==> src/thws_divider.sv <==
// restoring divider, one quotient bit per cycle
// no dependencies

module thws_divider #(
   parameter int NUM_W = 68,
   parameter int DEN_W = 26
) (
   input  logic             clock,
   input  logic             reset,
   input  logic             start,
   input  logic [NUM_W-1:0] dividend,
   input  logic [DEN_W-1:0] divisor,
   output logic             done,
   output logic [NUM_W-1:0] quotient,
   output logic [DEN_W-1:0] remainder
);

   localparam int CNT_W = $clog2(NUM_W + 1);

   logic             busy_ff, busy_in;
   logic             done_ff, done_in;
   logic [CNT_W-1:0] cnt_ff, cnt_in;
   logic [NUM_W-1:0] quo_ff, quo_in;
   logic [DEN_W-1:0] rem_ff, rem_in;
   logic [DEN_W-1:0] den_ff, den_in;
   logic [DEN_W:0]   trial;
   logic [DEN_W:0]   diff;
   logic             fits;

   // trial subtraction of the divisor from the shifted partial remainder
   assign trial = {rem_ff, quo_ff[NUM_W-1]};
   assign diff  = trial - {1'b0, den_ff};
   assign fits  = trial >= {1'b0, den_ff};

   always_comb begin
      busy_in = busy_ff;
      done_in = 1'b0;
      cnt_in  = cnt_ff;
      quo_in  = quo_ff;
      rem_in  = rem_ff;
      den_in  = den_ff;
      if (start) begin
         busy_in = 1'b1;
         cnt_in  = CNT_W'(NUM_W);
         quo_in  = dividend;
         rem_in  = '0;
         den_in  = divisor;
      end else if (busy_ff) begin
         quo_in = {quo_ff[NUM_W-2:0], fits};
         rem_in = fits ? diff[DEN_W-1:0] : trial[DEN_W-1:0];
         cnt_in = cnt_ff - 1'b1;
         if (cnt_ff == CNT_W'(1)) begin
            busy_in = 1'b0;
            done_in = 1'b1;
         end
      end
   end

   always_ff @(posedge clock) begin
      if (reset) begin
         busy_ff <= 1'b0;
         done_ff <= 1'b0;
         cnt_ff  <= '0;
      end else begin
         busy_ff <= busy_in;
         done_ff <= done_in;
         cnt_ff  <= cnt_in;
      end
      quo_ff <= quo_in;
      rem_ff <= rem_in;
      den_ff <= den_in;
   end

   assign done      = done_ff;
   assign quotient  = quo_ff;
   assign remainder = rem_ff;

endmodule

==> config.mk <==
export PLATFORM = sky130hd
export DESIGN_NAME = thws_divider
export DESIGN_NICKNAME = d
export VERILOG_FILES = /design/src/thws_divider.sv
export SDC_FILE = /design/constraint.sdc
export NUM_CORES = 1
export LEC_CHECK = 0
export ABC_CLOCK_PERIOD_IN_PS = 5150
export BUFFER_PORTS_ARGS = -buffer_cell sky130_fd_sc_hd__buf_4
export CAP_MARGIN = 20
export CORE_MARGIN = 4
export CORE_UTILIZATION = 45
export CTS_BUF_LIST = sky130_fd_sc_hd__clkbuf_8
export DETAILED_ROUTE_END_ITERATION = 8
export GPL_TIMING_DRIVEN = 0
export PLACE_DENSITY = 0.7
export RECOVER_POWER = 25
export SKIP_CTS_REPAIR_TIMING = 1
export SLEW_MARGIN = 10
export SYNTH_ARGS = -nofsm -noshare
export SYNTH_HDL_FRONTEND = slang
export SYNTH_SLANG_ARGS = --single-unit
==> constraint.sdc <==
create_clock -name clock -period 5.15 [get_ports clock]
set_input_delay 1.03 -clock clock [delete_from_list [all_inputs] [get_ports clock]]
set_output_delay 1.03 -clock clock [all_outputs]
set_load 0.03 [all_outputs]
==> run metrics <==
Slew @ Worst Pin=1640 ps; Site Rows=45; routed via count=5735; Initial Util=0.4560; r2r startpoint=quotient[67]$_DFFE_PP_; Max Root-Sink Buffers=2; Fmax=263.4 MHz; ys flop type=edfxtp_1; Sw Share=0.3281; initial antenna violation count=0; Non-Filler Instances=1009; Hold Fails Final Rpt=0; most common cell after layout, fill and taps aside=buf_4; WL per Instance=19.58 um; clock insertion delay at the later pin of the skew report=450 ps; overall routing resource usage=0.2217; Remaining DRCs=0; clock buffer count from CTS=17; hpwl dp=14360 um; CP required=5340 ps; P_int=2.102 mW; setup TNS=0 ps; CP most frequent cell=clkbuf_1; Die H=131.9 um; crit end category=flip-flop; cells along the critical path=clkbuf_1, clkbuf_1, clkbuf_1, clkbuf_1, mux2_2; Post-synth EDFFs=94; DRT Wirelength=19750 um; Seq cells post-synth=129; post-route antenna net violation count=0; VDD IR-drop max=279.8 uV; leakage=3.719 nW; Syn. warnings=0; vias in the first global route=5893; drt pass-1 iters=6; area grow syn2layout=29.95%; violated checks=max-capacitance violations, max-slew violations; power share of the clock group=0.322; first-pass GRT wire length=30950 um; GR Overflow Total=0; Final Max Slew Viols=28; MaxCap Viol Count=1; Final #Nets=934; PortBufs=191; die footprint=17390 um^2; Num Clock Sinks=129; IO Pins=192; family with the most delay on the worst path=buffers and inverters; Post-Syn Instances=597; RSZ-0062 raised after global routing=no; Synth cell types=69; most frequent cells in the layout=143 x buf_4, 94 x edfxtp_1, 68 x mux2_2, 45 x clkbuf_1, 43 x nor2_1; Seq pwr share=0.415; Routability Congestion=1.002; CP peak stage delay=1160 ps; Clock Root Buffer=clkbuf_8; CP max-delay cell=clkbuf_1; CP Launch Type=input port; Sw Pwr=1.026 mW; Power Density=348.6 nW/um^2; fin crit period=3797 ps; outcome=finished with violations; Hold/Removal Path Class=reg2reg; syn avg cell area=11.57 um^2; largest net degree at the start of global routing=69; worst-path maximum fanout=27; TritonCTS clock tree=done; syn nets=723; DRT iter0 DRCs=413; HP Start=cnt_ff[1]$_SDFFE_PP0P_; final setup violation count=0; Worst Path Buf+Inv=4; core area=15150 um^2; Die X=131.9 um; arrival time at the worst endpoint=3990 ps; Combinational Power Share=0.263; Worst-path clk slew=90 ps; fraction of layout cells with a size suffix above 1=0.3618; ys async rst share=0; Post-Syn Area=6907 um^2; crit share post-route=0.7372; antenna cells=0; vias per cell=5.684; Placed Instances=977; Slew headroom=-0.09355; worst setup path category=in2reg; register area share after synthesis=0.5101; H-tree depth=4; worst setup path startpoint=start; Setup Skew=15.43 ps
worst paths after layout:
| check | slack [ps] | cells past startpoint | endpoint |
|---|---|---|---|
| max | 1350 | 5 | quotient[63]$_DFFE_PP_ |
| min | 500 | 2 | cnt_ff[1]$_SDFFE_PP0P_ |
| min reg2reg | 500 | 2 | cnt_ff[1]$_SDFFE_PP0P_ |
| max reg2reg | 1900 | 11 | remainder[22]$_SDFFE_PP0P_ |
registers in the layout, summed over array words and instances (netlist names):
name / flops
quotient: 68
den_ff: 26
remainder: 26
cnt_ff: 7
busy_ff: 1
done: 1
through the flow:
step | worst slack, ps | utilization | instance area (um^2) | total power, mW | hold WS (ps)
after CTS | 1944 | 0.5985 | 9065 | 3.155 | 501.1
final | 1353 | 0.5926 | 8975 | 3.128 | 499.7
after global placement | 295.4 | 0.5662 | 8576 | 2.130 | 487.7
after detailed placement | 1616 | 0.5685 | 8611 | 2.147 | 489.6
after global routing | 1037 | 0.5926 | 8975 | 3.273 | 551.7
after floorplan | 1670 | - | 6907 | 1.842 | 468.1
tightest hold or removal path, stage by stage (launching register included):
cell and delay [ps]:
dfxtp_1 330, nor2_1 80, a211oi_1 50
synth_stat cells, drive strengths merged, types with 6 or more instances:
cell type  count  area share
nor3           8      0.0058
nand3         24       0.017
buf           10       0.011
dfxtp         35        0.10
a31oi          6      0.0054
nor2          43       0.023
ha            28       0.051
xor2          12       0.015
a21o           8      0.0087
nand2         25       0.014
a211oi         8      0.0094
a311oi        17       0.025
and3          14       0.013
mux2          68        0.11
o21ai         29       0.022
inv           35       0.019
xnor2         13       0.016
edfxtp        94        0.41
clkbuf        21       0.011
a21oi         29       0.023
logic make-up after synthesis:
group | share of synthesized area
AO/OA/AOI/OAI | 0.1540
buffers and inverters | 0.04185
AND/OR/NAND/NOR | 0.09638
adder cells (fa/ha/maj) | 0.05362
XOR/XNOR | 0.03170
multiplexers | 0.1123
flip-flops | 0.5101
final cells by class:
class | instances | area [um^2]
fillers | 1232 | 6171
flip-flops and latches | 129 | 3523
multi-input cells | 402 | 3102
repair buffers | 192 | 1371
well taps | 188 | 235.2
clock buffers | 17 | 234.0
clock inverters | 15 | 220.2
plain buffers | 31 | 157.7
inverters | 35 | 131.4
layer usage:
metal  part of all wire  track usage
met2               0.49       0.3740
met4              0.019      0.06651
met1               0.39       0.2619
met5                  0            0
met3               0.10      0.08740
power groups by stage:
| stage | logic, mW | clock network [mW] | registers (mW) |
|---|---|---|---|
| after global placement | 0.810 | 0 | 1.32 |
| after CTS | 0.832 | 1.02 | 1.30 |
| after floorplan | 0.385 | 0 | 1.46 |
| after detailed placement | 0.828 | 0 | 1.32 |
| final | 0.822 | 1.01 | 1.30 |
| after global routing | 0.880 | 1.08 | 1.31 |
No activity file was read; power rests on OpenSTA's default activity.
