File: src/thws_isqrt.sv
// integer square root, one root bit per cycle, with remainder flag
// no dependencies

module thws_isqrt #(
   parameter int RAD_W = 42
) (
   input  logic               clock,
   input  logic               reset,
   input  logic               start,
   input  logic [RAD_W-1:0]   radicand,
   output logic               done,
   output logic [RAD_W/2-1:0] root,
   output logic               rem_nonzero
);

   localparam int RT_W  = RAD_W / 2;
   localparam int RM_W  = RT_W + 3;
   localparam int CNT_W = $clog2(RT_W + 1);

   logic             busy_ff, busy_in;
   logic             done_ff, done_in;
   logic [CNT_W-1:0] cnt_ff, cnt_in;
   logic [RAD_W-1:0] rad_ff, rad_in;
   logic [RT_W-1:0]  root_ff, root_in;
   logic [RM_W-1:0]  rem_ff, rem_in;
   logic [RM_W-1:0]  shifted;
   logic [RM_W-1:0]  trial;
   logic             fits;

   // bring down the next two radicand bits and try root*4+1
   assign shifted = {rem_ff[RM_W-3:0], rad_ff[RAD_W-1 -: 2]};
   assign trial   = RM_W'({root_ff, 2'b01});
   assign fits    = shifted >= trial;

   always_comb begin
      busy_in = busy_ff;
      done_in = 1'b0;
      cnt_in  = cnt_ff;
      rad_in  = rad_ff;
      root_in = root_ff;
      rem_in  = rem_ff;
      if (start) begin
         busy_in = 1'b1;
         cnt_in  = CNT_W'(RT_W);
         rad_in  = radicand;
         root_in = '0;
         rem_in  = '0;
      end else if (busy_ff) begin
         rad_in  = {rad_ff[RAD_W-3:0], 2'b00};
         root_in = {root_ff[RT_W-2:0], fits};
         rem_in  = fits ? (shifted - trial) : shifted;
         cnt_in  = cnt_ff - 1'b1;
         if (cnt_ff == CNT_W'(1)) begin
            busy_in = 1'b0;
            done_in = 1'b1;
         end
      end
   end

   always_ff @(posedge clock) begin
      if (reset) begin
         busy_ff <= 1'b0;
         done_ff <= 1'b0;
         cnt_ff  <= '0;
      end else begin
         busy_ff <= busy_in;
         done_ff <= done_in;
         cnt_ff  <= cnt_in;
      end
      rad_ff  <= rad_in;
      root_ff <= root_in;
      rem_ff  <= rem_in;
   end

   assign done        = done_ff;
   assign root        = root_ff;
   assign rem_nonzero = rem_ff != '0;

endmodule

File: config.mk
export PLATFORM = sky130hd
export DESIGN_NAME = thws_isqrt
export DESIGN_NICKNAME = d
export VERILOG_FILES = /design/src/thws_isqrt.sv
export SDC_FILE = /design/constraint.sdc
export NUM_CORES = 1
export LEC_CHECK = 0
export ABC_AREA = 1
export BUFFER_PORTS_ARGS = -buffer_cell sky130_fd_sc_hd__clkbuf_2
export CORE_MARGIN = 4
export CORE_UTILIZATION = 35
export DETAILED_ROUTE_END_ITERATION = 8
export GPL_TIMING_DRIVEN = 0
export PLACE_DENSITY = 0.49
export SYNTH_ARGS = -nofsm -noshare
export SYNTH_HDL_FRONTEND = slang
export SYNTH_SLANG_ARGS = --single-unit
File: constraint.sdc
create_clock -name clock -period 4.25 [get_ports clock]
set_input_delay 0.6375 -clock clock [delete_from_list [all_inputs] [get_ports clock]]
set_output_delay 0.6375 -clock clock [all_outputs]
set_load 0.1 [all_outputs]
==> qor.yml, run 1 <==
min_path:
  hold_start: "rem_ff[23]"
  worstHoldPathCells: 2
  holdPathEnd: "rem_ff[23]"
  hold_path.class: "register to register"
placed_design:
  pre_cts_slack_ps: 1780
  port_buffers: 66
  hpwl_um: 11700
  globalplace.congestion: 0.945
setup_path:
  cp.arrival_ps: 2090
  required_ps: 3610
  r2r_end: "rem_ff[12]"
  critPathKind: "register to output port"
  r2r-start: "root[1]"
  slowest_stage: "nor4_1"
  regToRegSetupSlack_ps: 1890
  start_kind: "register"
  worstSetupEndpointType: "output port"
  cp_max_fo: 4
  cpPeakStageDelay_ps: 550
  path_cells: "nor4_1 -> nand4_1 -> nand3b_1 -> clkbuf_2"
  reg2reg_depth: 12
clocking:
  postCtsSetupBuffers: 0
  clock_path_buffers: 2
  htree_levels: 3
  cts-root-buf: "clkbuf_16"
  clkTransAtPathRegs_ps: 60
  cts_resized: 0
  clock_sinks: 94
  numCtsBuffers: 9
  cts_tree: "built"
  clock_latency_ps: 340
  cts_hold_buffers: 0
global_route:
  grt_max_degree: 37
  grt_pass1_wl_um: 24500
  met3_usage: 0.0334
  grt_pass1_vias: 5058
  met1_usage: 0.211
  antenna_found_initial: 0
  gr-usage-all-layers: 0.171
  use_met2: 0.294
  top_usage_layer: "met2"
  grt-ovfl-total: 0
synth:
  synth.most_common_cell: "nand2_1"
  syn_avg_cell_area_um2: 6.93
  synth.top_cells.by_area: "edfxtp_1 (23%), nand2_1 (21%), dfxtp_1 (19%), inv_1 (7.5%), ha_1 (5.6%)"
  yosys_warnings: 0
  synth_top_cells_by_count: "nand2_1 (317), inv_1 (111), nor2_1 (71), dfxtp_1 (52), nand3_1 (48)"
  synth.top_cell.area_share: 0.228
  synthesis.area_mm2: 0.00554
  yosysTopAreaCell: "edfxtp_1"
  synth-edff-count: 42
  async_flop_share: 0
  yosysUniqueCellTypes: 41
  netlist_instances: 799
  ys_seq_elements: 94
  ys_seq_area_frac: 0.416
  synthFlopType: "dfxtp_1"
  synthesis.nets: 869
finish:
  multi_input_area_mm2: 0.00269
  antenna-diode-count: 0
  nets: 947
  drive_gt1_frac: 0.118
  synthToLayoutAreaGrowth_pct: 16.0
  nFillCells: 1688
  final-seq-area_mm2: 0.00230
route:
  final_antenna_net_count: 0
  first_pass_iters: 5
  wirelength_um: 14900
  viasPerCell: 4.61
  drc: 0
  wl_per_cell_um: 13.6
  vias: 5037
  drtIter0Drc: 180
floorplanning:
  die_h_um: 134
  core.rowCount: 45
  die_x_um: 134
  boundaryPins: 68
  start_util: 0.360
  coreArea_mm2: 0.0154
  dieArea_mm2: 0.0179
sta:
  max_freq_ghz: 0.367
  finalHoldViolCount: 0
  post-route-period-util: 0.641
  setup_slack_ps: 1530
  relSlewSlack: 0.549
  fin_worst_skew_ps: 6.53
  tightest_slew_ps: 677
  setup_tns_ps: 0
  rsz0062_at_grt: "no"
  period_needed_ps: 2720
  slew_viol_final: 0
  finalSetupViolations: 0
job:
  maxCapViolCount: 0
power_and_ir_drop:
  ir_drop_mv: 0.478
  powerDensity_mw_per_mm2: 888
  p_leak_uw: 0.00333
status:
  status: "finished, final reports clean"
[state kept, by name (all words and copies together), names as in the netlist]
register / count
cnt_ff: 5
rad_ff: 42
done: 1
busy_ff: 1
rem_ff: 24
root: 21
[kinds of logic (layout without fill, tap and decap cells)]
logic type	after synthesis	count (layout)	synth area share
adders and majority gates	25	25	0.0565
and+or+nand+nor	474	474	0.354
DFF	94	94	0.416
AOI/OAI and AO/OA	60	60	0.0630
buffers and inverters	139	222	0.0996
xor gates and xnor gates	7	7	0.0111
[critical path: cells and delay by family (launching register included)]
kind	cells	cell delay [ps]
buffers and inverters	1	400
DFF	1	350
and+or+nand+nor	3	1000
[how the worst max path moves through the flow]
stage	start	endpoint	slack, ps	cells after the start
2_1_floorplan	start	rad_ff[0]	1410	4
3_3_place_gp	start	rad_ff[36]	370	4
3_5_place_dp	start	rad_ff[31]	1780	5
6_report	rem_ff[8]	rem_nonzero	1530	4
4_1_cts	rem_ff[4]	rem_nonzero	1510	4
5_1_grt	rem_ff[8]	rem_nonzero	1430	4
[power by group]
| part | total [uW] | internal [uW] | switching (uW) |
|---|---|---|---|
| combinational | 3750 | 1290 | 2460 |
| clock | 753 | 397 | 356 |
| sequential | 1210 | 1090 | 113 |
| total | 5710 | 2780 | 2930 |
[routing by layer]
metal  routed length (um)  up-vias  part of all wire
met5                    0        -                 0
met4                  271        0             0.018
met3                  668       18             0.045
met2                 7110      109              0.48
met1                 6850     2237              0.46
li1                     -     2673                 -
[layout make-up]
cell class,instances,share of cell area
Buffer,24,0.0189
Tap cell,211,0.0411
Clock buffer,9,0.0350
Sequential cell,94,0.358
Clock inverter,7,0.00720
Timing Repair Buffer,67,0.0545
Multi-Input combinational cell,566,0.418
Inverter,115,0.0672
[cells in the final DEF (no fill, tap or decap), types with 3 or more instances in the layout]
cell type  count
nand2_1      317
inv_1        111
nor2_1        71
clkbuf_2      67
dfxtp_1       52
nand3_1       48
edfxtp_1      42
ha_1          25
a21oi_1       22
o22ai_1       20
clkbuf_1      16
clkbuf_16      9
nor3_1         7
nor4_1         6
nand4_1        6
nand2_2        6
o21ai_0        6
xor2_1         5
buf_1          3
clkinv_1       3
o21ai_1        3
[metrics by stage]
step	utilization	hold WS, ps	std cells	total power [uW]	cell area (um^2)
after floorplan	-	426	799	4070	5540
after global placement	0.399	445	1076	4960	6130
after detailed placement	0.400	457	1077	4980	6150
after CTS	0.418	461	1093	5770	6430
after global routing	0.418	480	1093	6280	6430
final	0.418	463	1093	5710	6430
No activity file was read; power rests on OpenSTA's default activity.
==> inputs of run 2 (changes only) <==
--- a/config.mk
+++ b/config.mk
@@ -5,7 +5,7 @@
 export SDC_FILE = /design/constraint.sdc
 export NUM_CORES = 1
 export LEC_CHECK = 0
-export ABC_AREA = 1
+export ABC_AREA = 0
 export BUFFER_PORTS_ARGS = -buffer_cell sky130_fd_sc_hd__clkbuf_2
 export CORE_MARGIN = 4
 export CORE_UTILIZATION = 35
==> constraint.sdc (replaced) <==
create_clock -name clock -period 2.7 [get_ports clock]
set_input_delay 0.405 -clock clock [delete_from_list [all_inputs] [get_ports clock]]
set_output_delay 0.405 -clock clock [all_outputs]
set_load 0.1 [all_outputs]
==> run 2 against run 1 <==
Net effect:
- via count shrank 15%
- setup slack lost 1500 ps
- core utilization grew 3.7 points
- die area shrank 5.0%
- largest cell class unchanged
- highest routed layer unchanged
==> qor.yml, run 2 <==
clocking:
  numCtsBuffers: 9
  clock_sinks: 94
  cts_hold_buffers: 0
  clkTransAtPathRegs_ps: 70
  cts_tree: "built"
  clock_path_buffers: 2
  cts-root-buf: "clkbuf_16"
  htree_levels: 3
  clock_latency_ps: 350
finish:
  synthToLayoutAreaGrowth_pct: 26.6
  final_common_cell: "clkbuf_2"
  antenna-diode-count: 0
  nets: 693
  final_cell_mix: "clkbuf_2 (67), nor2_1 (64), edfxtp_1 (42)"
  nFillCells: 1431
  fin_cells: 812
  top_register: "rad_ff"
  drive_gt1_frac: 0.350
  largest_reg_flops: 42
setup_path:
  cp_max_fo: 6
  path_cells: "inv_2 -> ha_4 -> nor2b_4 -> o31a_1 -> o211ai_2 -> a211oi_2 -> or4_4 -> buf_8 -> buf_6 -> mux2i_1 -> a211oi_1"
  cp_top_family: "compound AO/OA/AOI/OAI gates"
  cp.arrival_ps: 2920
  cpPeakStageDelay_ps: 530
  slowest_stage: "or4_4"
  critPathKind: "register to register"
  crit_buf_inv: 3
  start_kind: "register"
  required_ps: 2960
  worstSetupEndpointType: "register"
job:
  maxCapViolCount: 0
sta:
  slew_viol_final: 0
  rsz0062_at_grt: "yes"
  max_freq_ghz: 0.375
  finalHoldViolCount: 0
  setup_slack_ps: 35.1
  relSlewSlack: 0.427
  finalSetupViolations: 0
  tightest_slew_ps: 860
  post-route-period-util: 0.987
  period_needed_ps: 2660
  setup_tns_ps: 0
  fin_worst_skew_ps: 9.74
global_route:
  grt_max_degree: 43
  antenna_found_initial: 0
  grt_pass1_wl_um: 22200
  grt_pass1_vias: 4273
  grt-ovfl-total: 0
  gr-usage-all-layers: 0.169
synth:
  synth.top_cell.area_share: 0.240
  async_flop_share: 0
  synth_top_cells_by_count: "nor2_1 (64), dfxtp_1 (52), edfxtp_1 (42), mux2_2 (40), mux2i_1 (33)"
  synth-edff-count: 42
  synthesis.area_mm2: 0.00525
  netlist_instances: 524
  syn_avg_cell_area_um2: 10.0
  synthFlopType: "dfxtp_1"
  ys_seq_elements: 94
  yosysUniqueCellTypes: 57
  synth.top_cells.by_area: "edfxtp_1 (24%), dfxtp_1 (20%), mux2_2 (8.6%), mux2i_1 (6.3%), ha_1 (6.0%)"
  yosys_warnings: 0
  synth.most_common_cell: "nor2_1"
  yosysTopAreaCell: "edfxtp_1"
  ys_seq_area_frac: 0.439
  synthesis.nets: 594
route:
  first_pass_iters: 4
  top_layer: "met4"
  viasPerCell: 5.27
  wl_met2_um: 6610
  wl_per_cell_um: 17.1
  wl_met3_um: 878
  final_antenna_net_count: 0
  wirelength_um: 13900
  drtIter0Drc: 201
  met1_length_um: 6110
  drc: 0
  vias: 4278
placed_design:
  port_buffers: 67
  globalplace.congestion: 0.899
  hpwl_um: 10000
  pre_cts_slack_ps: -247
  placed_cells: 775
floorplanning:
  boundaryPins: 68
  coreArea_mm2: 0.0146
  die_h_um: 130
  die_x_um: 130
  core.rowCount: 44
  dieArea_mm2: 0.0170
  start_util: 0.360
power_and_ir_drop:
  finalPower_uw: 7340
  p_leak_uw: 0.00262
  ir_drop_mv: 0.564
  powerDensity_mw_per_mm2: 1110
status:
  status: "finished, final reports clean"
min_path:
  hold_path.class: "primary input to register"
==> run 2: cell types whose count changed after synthesis, moves of 8 or more <==
cell	previous run	this run
o21ai_0	6	14
o22ai_1	20	2
nand2_1	317	27
mux2_2	0	40
mux2i_1	0	33
inv_1	111	31
a21o_1	2	10
nand3_1	48	8
a211oi_1	2	12
==> run 2: final timing paths <==
kind / slack (ps) / depth (start not counted) / from / to
setup / recovery: 40 / 11 / root[0] / rem_ff[5]
hold / removal: 330 / 2 / reset / cnt_ff[2]
setup reg to reg: 40 / 11 / root[0] / rem_ff[5]
hold reg to reg: 470 / 2 / rem_ff[23] / rem_ff[23]
==> run 2: where the power goes <==
| group | switching, uW | leakage, uW | internal (uW) |
|---|---|---|---|
| registers | 204 | 0.000866 | 1700 |
| logic | 2210 | 0.00162 | 1990 |
| clock network | 601 | 0.000132 | 637 |
| total | 3010 | 0.00262 | 4330 |
==> run 2: area by class of cell <==
class / count / area (um^2) / share of cell area
Sequential cell: 94 / 2370 / 0.357
Tap cell: 184 / 230 / 0.0347
Buffer: 26 / 155 / 0.0234
Clock inverter: 7 / 56.3 / 0.00848
Timing Repair Buffer: 88 / 509 / 0.0767
Multi-Input combinational cell: 373 / 2980 / 0.448
Clock buffer: 9 / 225 / 0.0339
Inverter: 31 / 116 / 0.0175
==> run 2: timing repair <==
action | in CTS | in global routing
setup endpoints to repair | 25 | 23
buffers inserted | 8 | 13
pin swaps | 8 | 8
gates resized for setup | 22 | 23
hold endpoints to repair | 0 | 0
==> run 2: through the flow <==
stage / utilization / hold WS (ps) / cell area, um^2
2_1_floorplan: - / 426 / 5410
3_3_place_gp: 0.410 / 453 / 5980
3_5_place_dp: 0.410 / 455 / 5980
4_1_cts: 0.441 / 310 / 6430
5_1_grt: 0.455 / 330 / 6640
6_report: 0.455 / 327 / 6640
==> run 2: metal layers <==
layer,vias to the layer above,track usage
met3,20,0.0508
met5,-,0
li1,2112,-
met2,112,0.278
met4,0,0.0563
met1,2034,0.212
==> run 2: cells by family (layout without fill, tap and decap cells) <==
family                     Yosys count  in the layout  share of synthesized area
adders and majority gates           25             25                     0.0596
buffers and inverters               57            161                     0.0439
xor gates and xnor gates            20             20                     0.0334
DFF                                 94             94                      0.439
muxes                               74             74                      0.152
AOI/OAI and AO/OA                  108            108                      0.141
and+or+nand+nor                    146            146                      0.132
==> run 2: worst reg2reg max path, cell delays in order (launching register included) <==
cell and delay [ps]:
dfxtp_4 360, inv_2 40, ha_4 220, nor2b_4 130, o31a_1 270, o211ai_2 240
a211oi_2 130, or4_4 530, buf_8 170, buf_6 140, mux2i_1 120, a211oi_1 220
==> inputs of run 3 (changes only) <==
--- a/config.mk
+++ b/config.mk
@@ -7,11 +7,12 @@
 export LEC_CHECK = 0
 export ABC_AREA = 0
 export BUFFER_PORTS_ARGS = -buffer_cell sky130_fd_sc_hd__clkbuf_2
+export CORE_ASPECT_RATIO = 1.1
 export CORE_MARGIN = 4
-export CORE_UTILIZATION = 35
+export CORE_UTILIZATION = 55
 export DETAILED_ROUTE_END_ITERATION = 8
 export GPL_TIMING_DRIVEN = 0
-export PLACE_DENSITY = 0.49
+export PLACE_DENSITY = 0.72
 export SYNTH_ARGS = -nofsm -noshare
 export SYNTH_HDL_FRONTEND = slang
 export SYNTH_SLANG_ARGS = --single-unit
==> run 3 against run 2 <==
Net effect:
- clock power is 19% lower
- via count is 2.6% higher
- sequential cell count stayed put
- die area is 34% lower
- cell area is 0.79% lower
- power is 3.4% higher
- combinational power is 12% higher
- worst hold slack worse by 37 ps
- non-clock buffer count is 5 higher
- critical endpoint is now rem_ff[11]
- largest power group unchanged
==> qor.yml, run 3 (same netlist as run 2, synthesis figures left out) <==
sta:
  fin_hold_ws_ps: 290
  relSlewSlack: 0.442
  fin_worst_skew_ps: 12.9
  period_needed_ps: 2690
  rsz0062_at_grt: "yes"
  slew_viol_final: 0
  tightest_slew_ps: 837
  finalHoldViolCount: 0
  max_freq_ghz: 0.372
  post-route-period-util: 0.996
  finalSetupViolations: 0
  setup_slack_ps: 12.1
clocking:
  clock_path_buffers: 2
  htree_levels: 3
  numCtsBuffers: 9
  clock_sinks: 94
  cts_tree: "built"
  cts_hold_buffers: 0
  clkTransAtPathRegs_ps: 100
  cts-root-buf: "clkbuf_8"
  clock_latency_ps: 370
floorplanning:
  start_util: 0.561
  die_h_um: 110
  die_x_um: 101
  core.rowCount: 37
  boundaryPins: 68
  dieArea_mm2: 0.0112
  coreArea_mm2: 0.00935
placed_design:
  port_buffers: 67
  globalplace.congestion: 0.896
  pre_cts_slack_ps: -152
  hpwl_um: 9250
finish:
  nets: 698
  final_common_cell: "clkbuf_2"
  final_cell_mix: "clkbuf_2 (67), nor2_1 (63), edfxtp_1 (42)"
  drive_gt1_frac: 0.355
  top_register: "rad_ff"
  largest_reg_flops: 42
  fin_util: 0.705
  nFillCells: 718
  multi_input_area_mm2: 0.00302
  synthToLayoutAreaGrowth_pct: 25.6
  antenna-diode-count: 0
  final-seq-area_mm2: 0.00237
route:
  vias: 4389
  wirelength_um: 13300
  drc: 0
  wl_per_cell_um: 17.7
  drtIter0Drc: 309
  viasPerCell: 5.85
  first_pass_iters: 4
  final_antenna_net_count: 0
setup_path:
  critPathKind: "register to register"
  worstSetupEndpointType: "register"
  required_ps: 2910
  r2r-start: "root[0]"
  cp_max_fo: 7
  reg2reg_depth: 12
  crit_path_end: "rem_ff[11]"
  regToRegSetupSlack_ps: 10
  start_kind: "register"
  cp.arrival_ps: 2900
  r2r_end: "rem_ff[11]"
  setup.worst_path.start: "root[0]"
power_and_ir_drop:
  finalPower_uw: 7590
  powerDensity_mw_per_mm2: 1150
  ir_drop_mv: 0.635
  p_leak_uw: 0.00264
global_route:
  antenna_found_initial: 0
  grt_max_degree: 43
  grt-ovfl-total: 0
  grt_pass1_wl_um: 20600
  grt_pass1_vias: 4307
  gr-usage-all-layers: 0.232
min_path:
  hold_path.class: "primary input to register"
status:
  status: "finished, final reports clean"
job:
  maxCapViolCount: 0
-- run 3: cell count changes in the layout (fill, tap and decap cells not counted), sizes merged --
cell | before | now
buf | 32 | 36
bufinv | 0 | 1
clkbuf | 91 | 96
inv | 34 | 31
clkinvlp | 2 | 0
-- run 3: timing repair --
item | CTS | global route
buffers inserted | 10 | 15
pin swaps | 5 | 22
endpoints found under the setup margin | 19 | 22
gates resized for setup | 16 | 39
gates cloned | 0 | 2
-- run 3: layout make-up --
cell class                 instances  share of cell area
buffer                            25              0.0220
multi-input combinational        373               0.458
timing repair buffer              94              0.0883
clock buffer                      13              0.0249
sequential                        94               0.360
inverter                          31              0.0177
clock inverter                     3             0.00665
tap                              117              0.0222
-- run 3: per-layer routing --
layer	wire length [um]	track usage	vias up	part of all wire
met5	0	0	-	0
met1	5130	0.288	2071	0.39
met3	1030	0.0467	35	0.078
met2	6710	0.388	159	0.50
li1	-	-	2124	-
met4	410	0.0922	0	0.031
-- run 3: critical path, cell delays in order, from the launching register on --
cell	delay, ps
dfxtp_4	370
inv_2	40
ha_4	230
nor2b_4	130
o31a_1	280
o211ai_2	230
a211oi_2	120
or4_4	500
buf_12	160
buf_4	130
clkbuf_16	150
o21ai_4	70
a311oi_1	130
-- run 3: worst min path at each step --
stage,start,to,slack [ps],cells after the start
6_report,reset,cnt_ff[2],290,2
5_1_grt,reset,cnt_ff[0],290,2
4_1_cts,reset,cnt_ff[2],280,2
3_5_place_dp,rem_ff[23],rem_ff[23],460,2
3_3_place_gp,rem_ff[23],rem_ff[23],450,2
2_1_floorplan,rem_ff[23],rem_ff[23],430,2
-- run 3: stage by stage --
stage,setup TNS (ps),instance area (um^2),cells
global route,-208,6590,750
CTS,0,6240,734
finish,0,6590,750
detailed placement,-785,5890,708
floorplan,-52.3,5410,524
global placement,-3970,5890,708
-- run 3: power breakdown --
part / internal (uW) / switching [uW]
clock: 497 / 505
sequential: 1700 / 205
combinational: 2390 / 2300
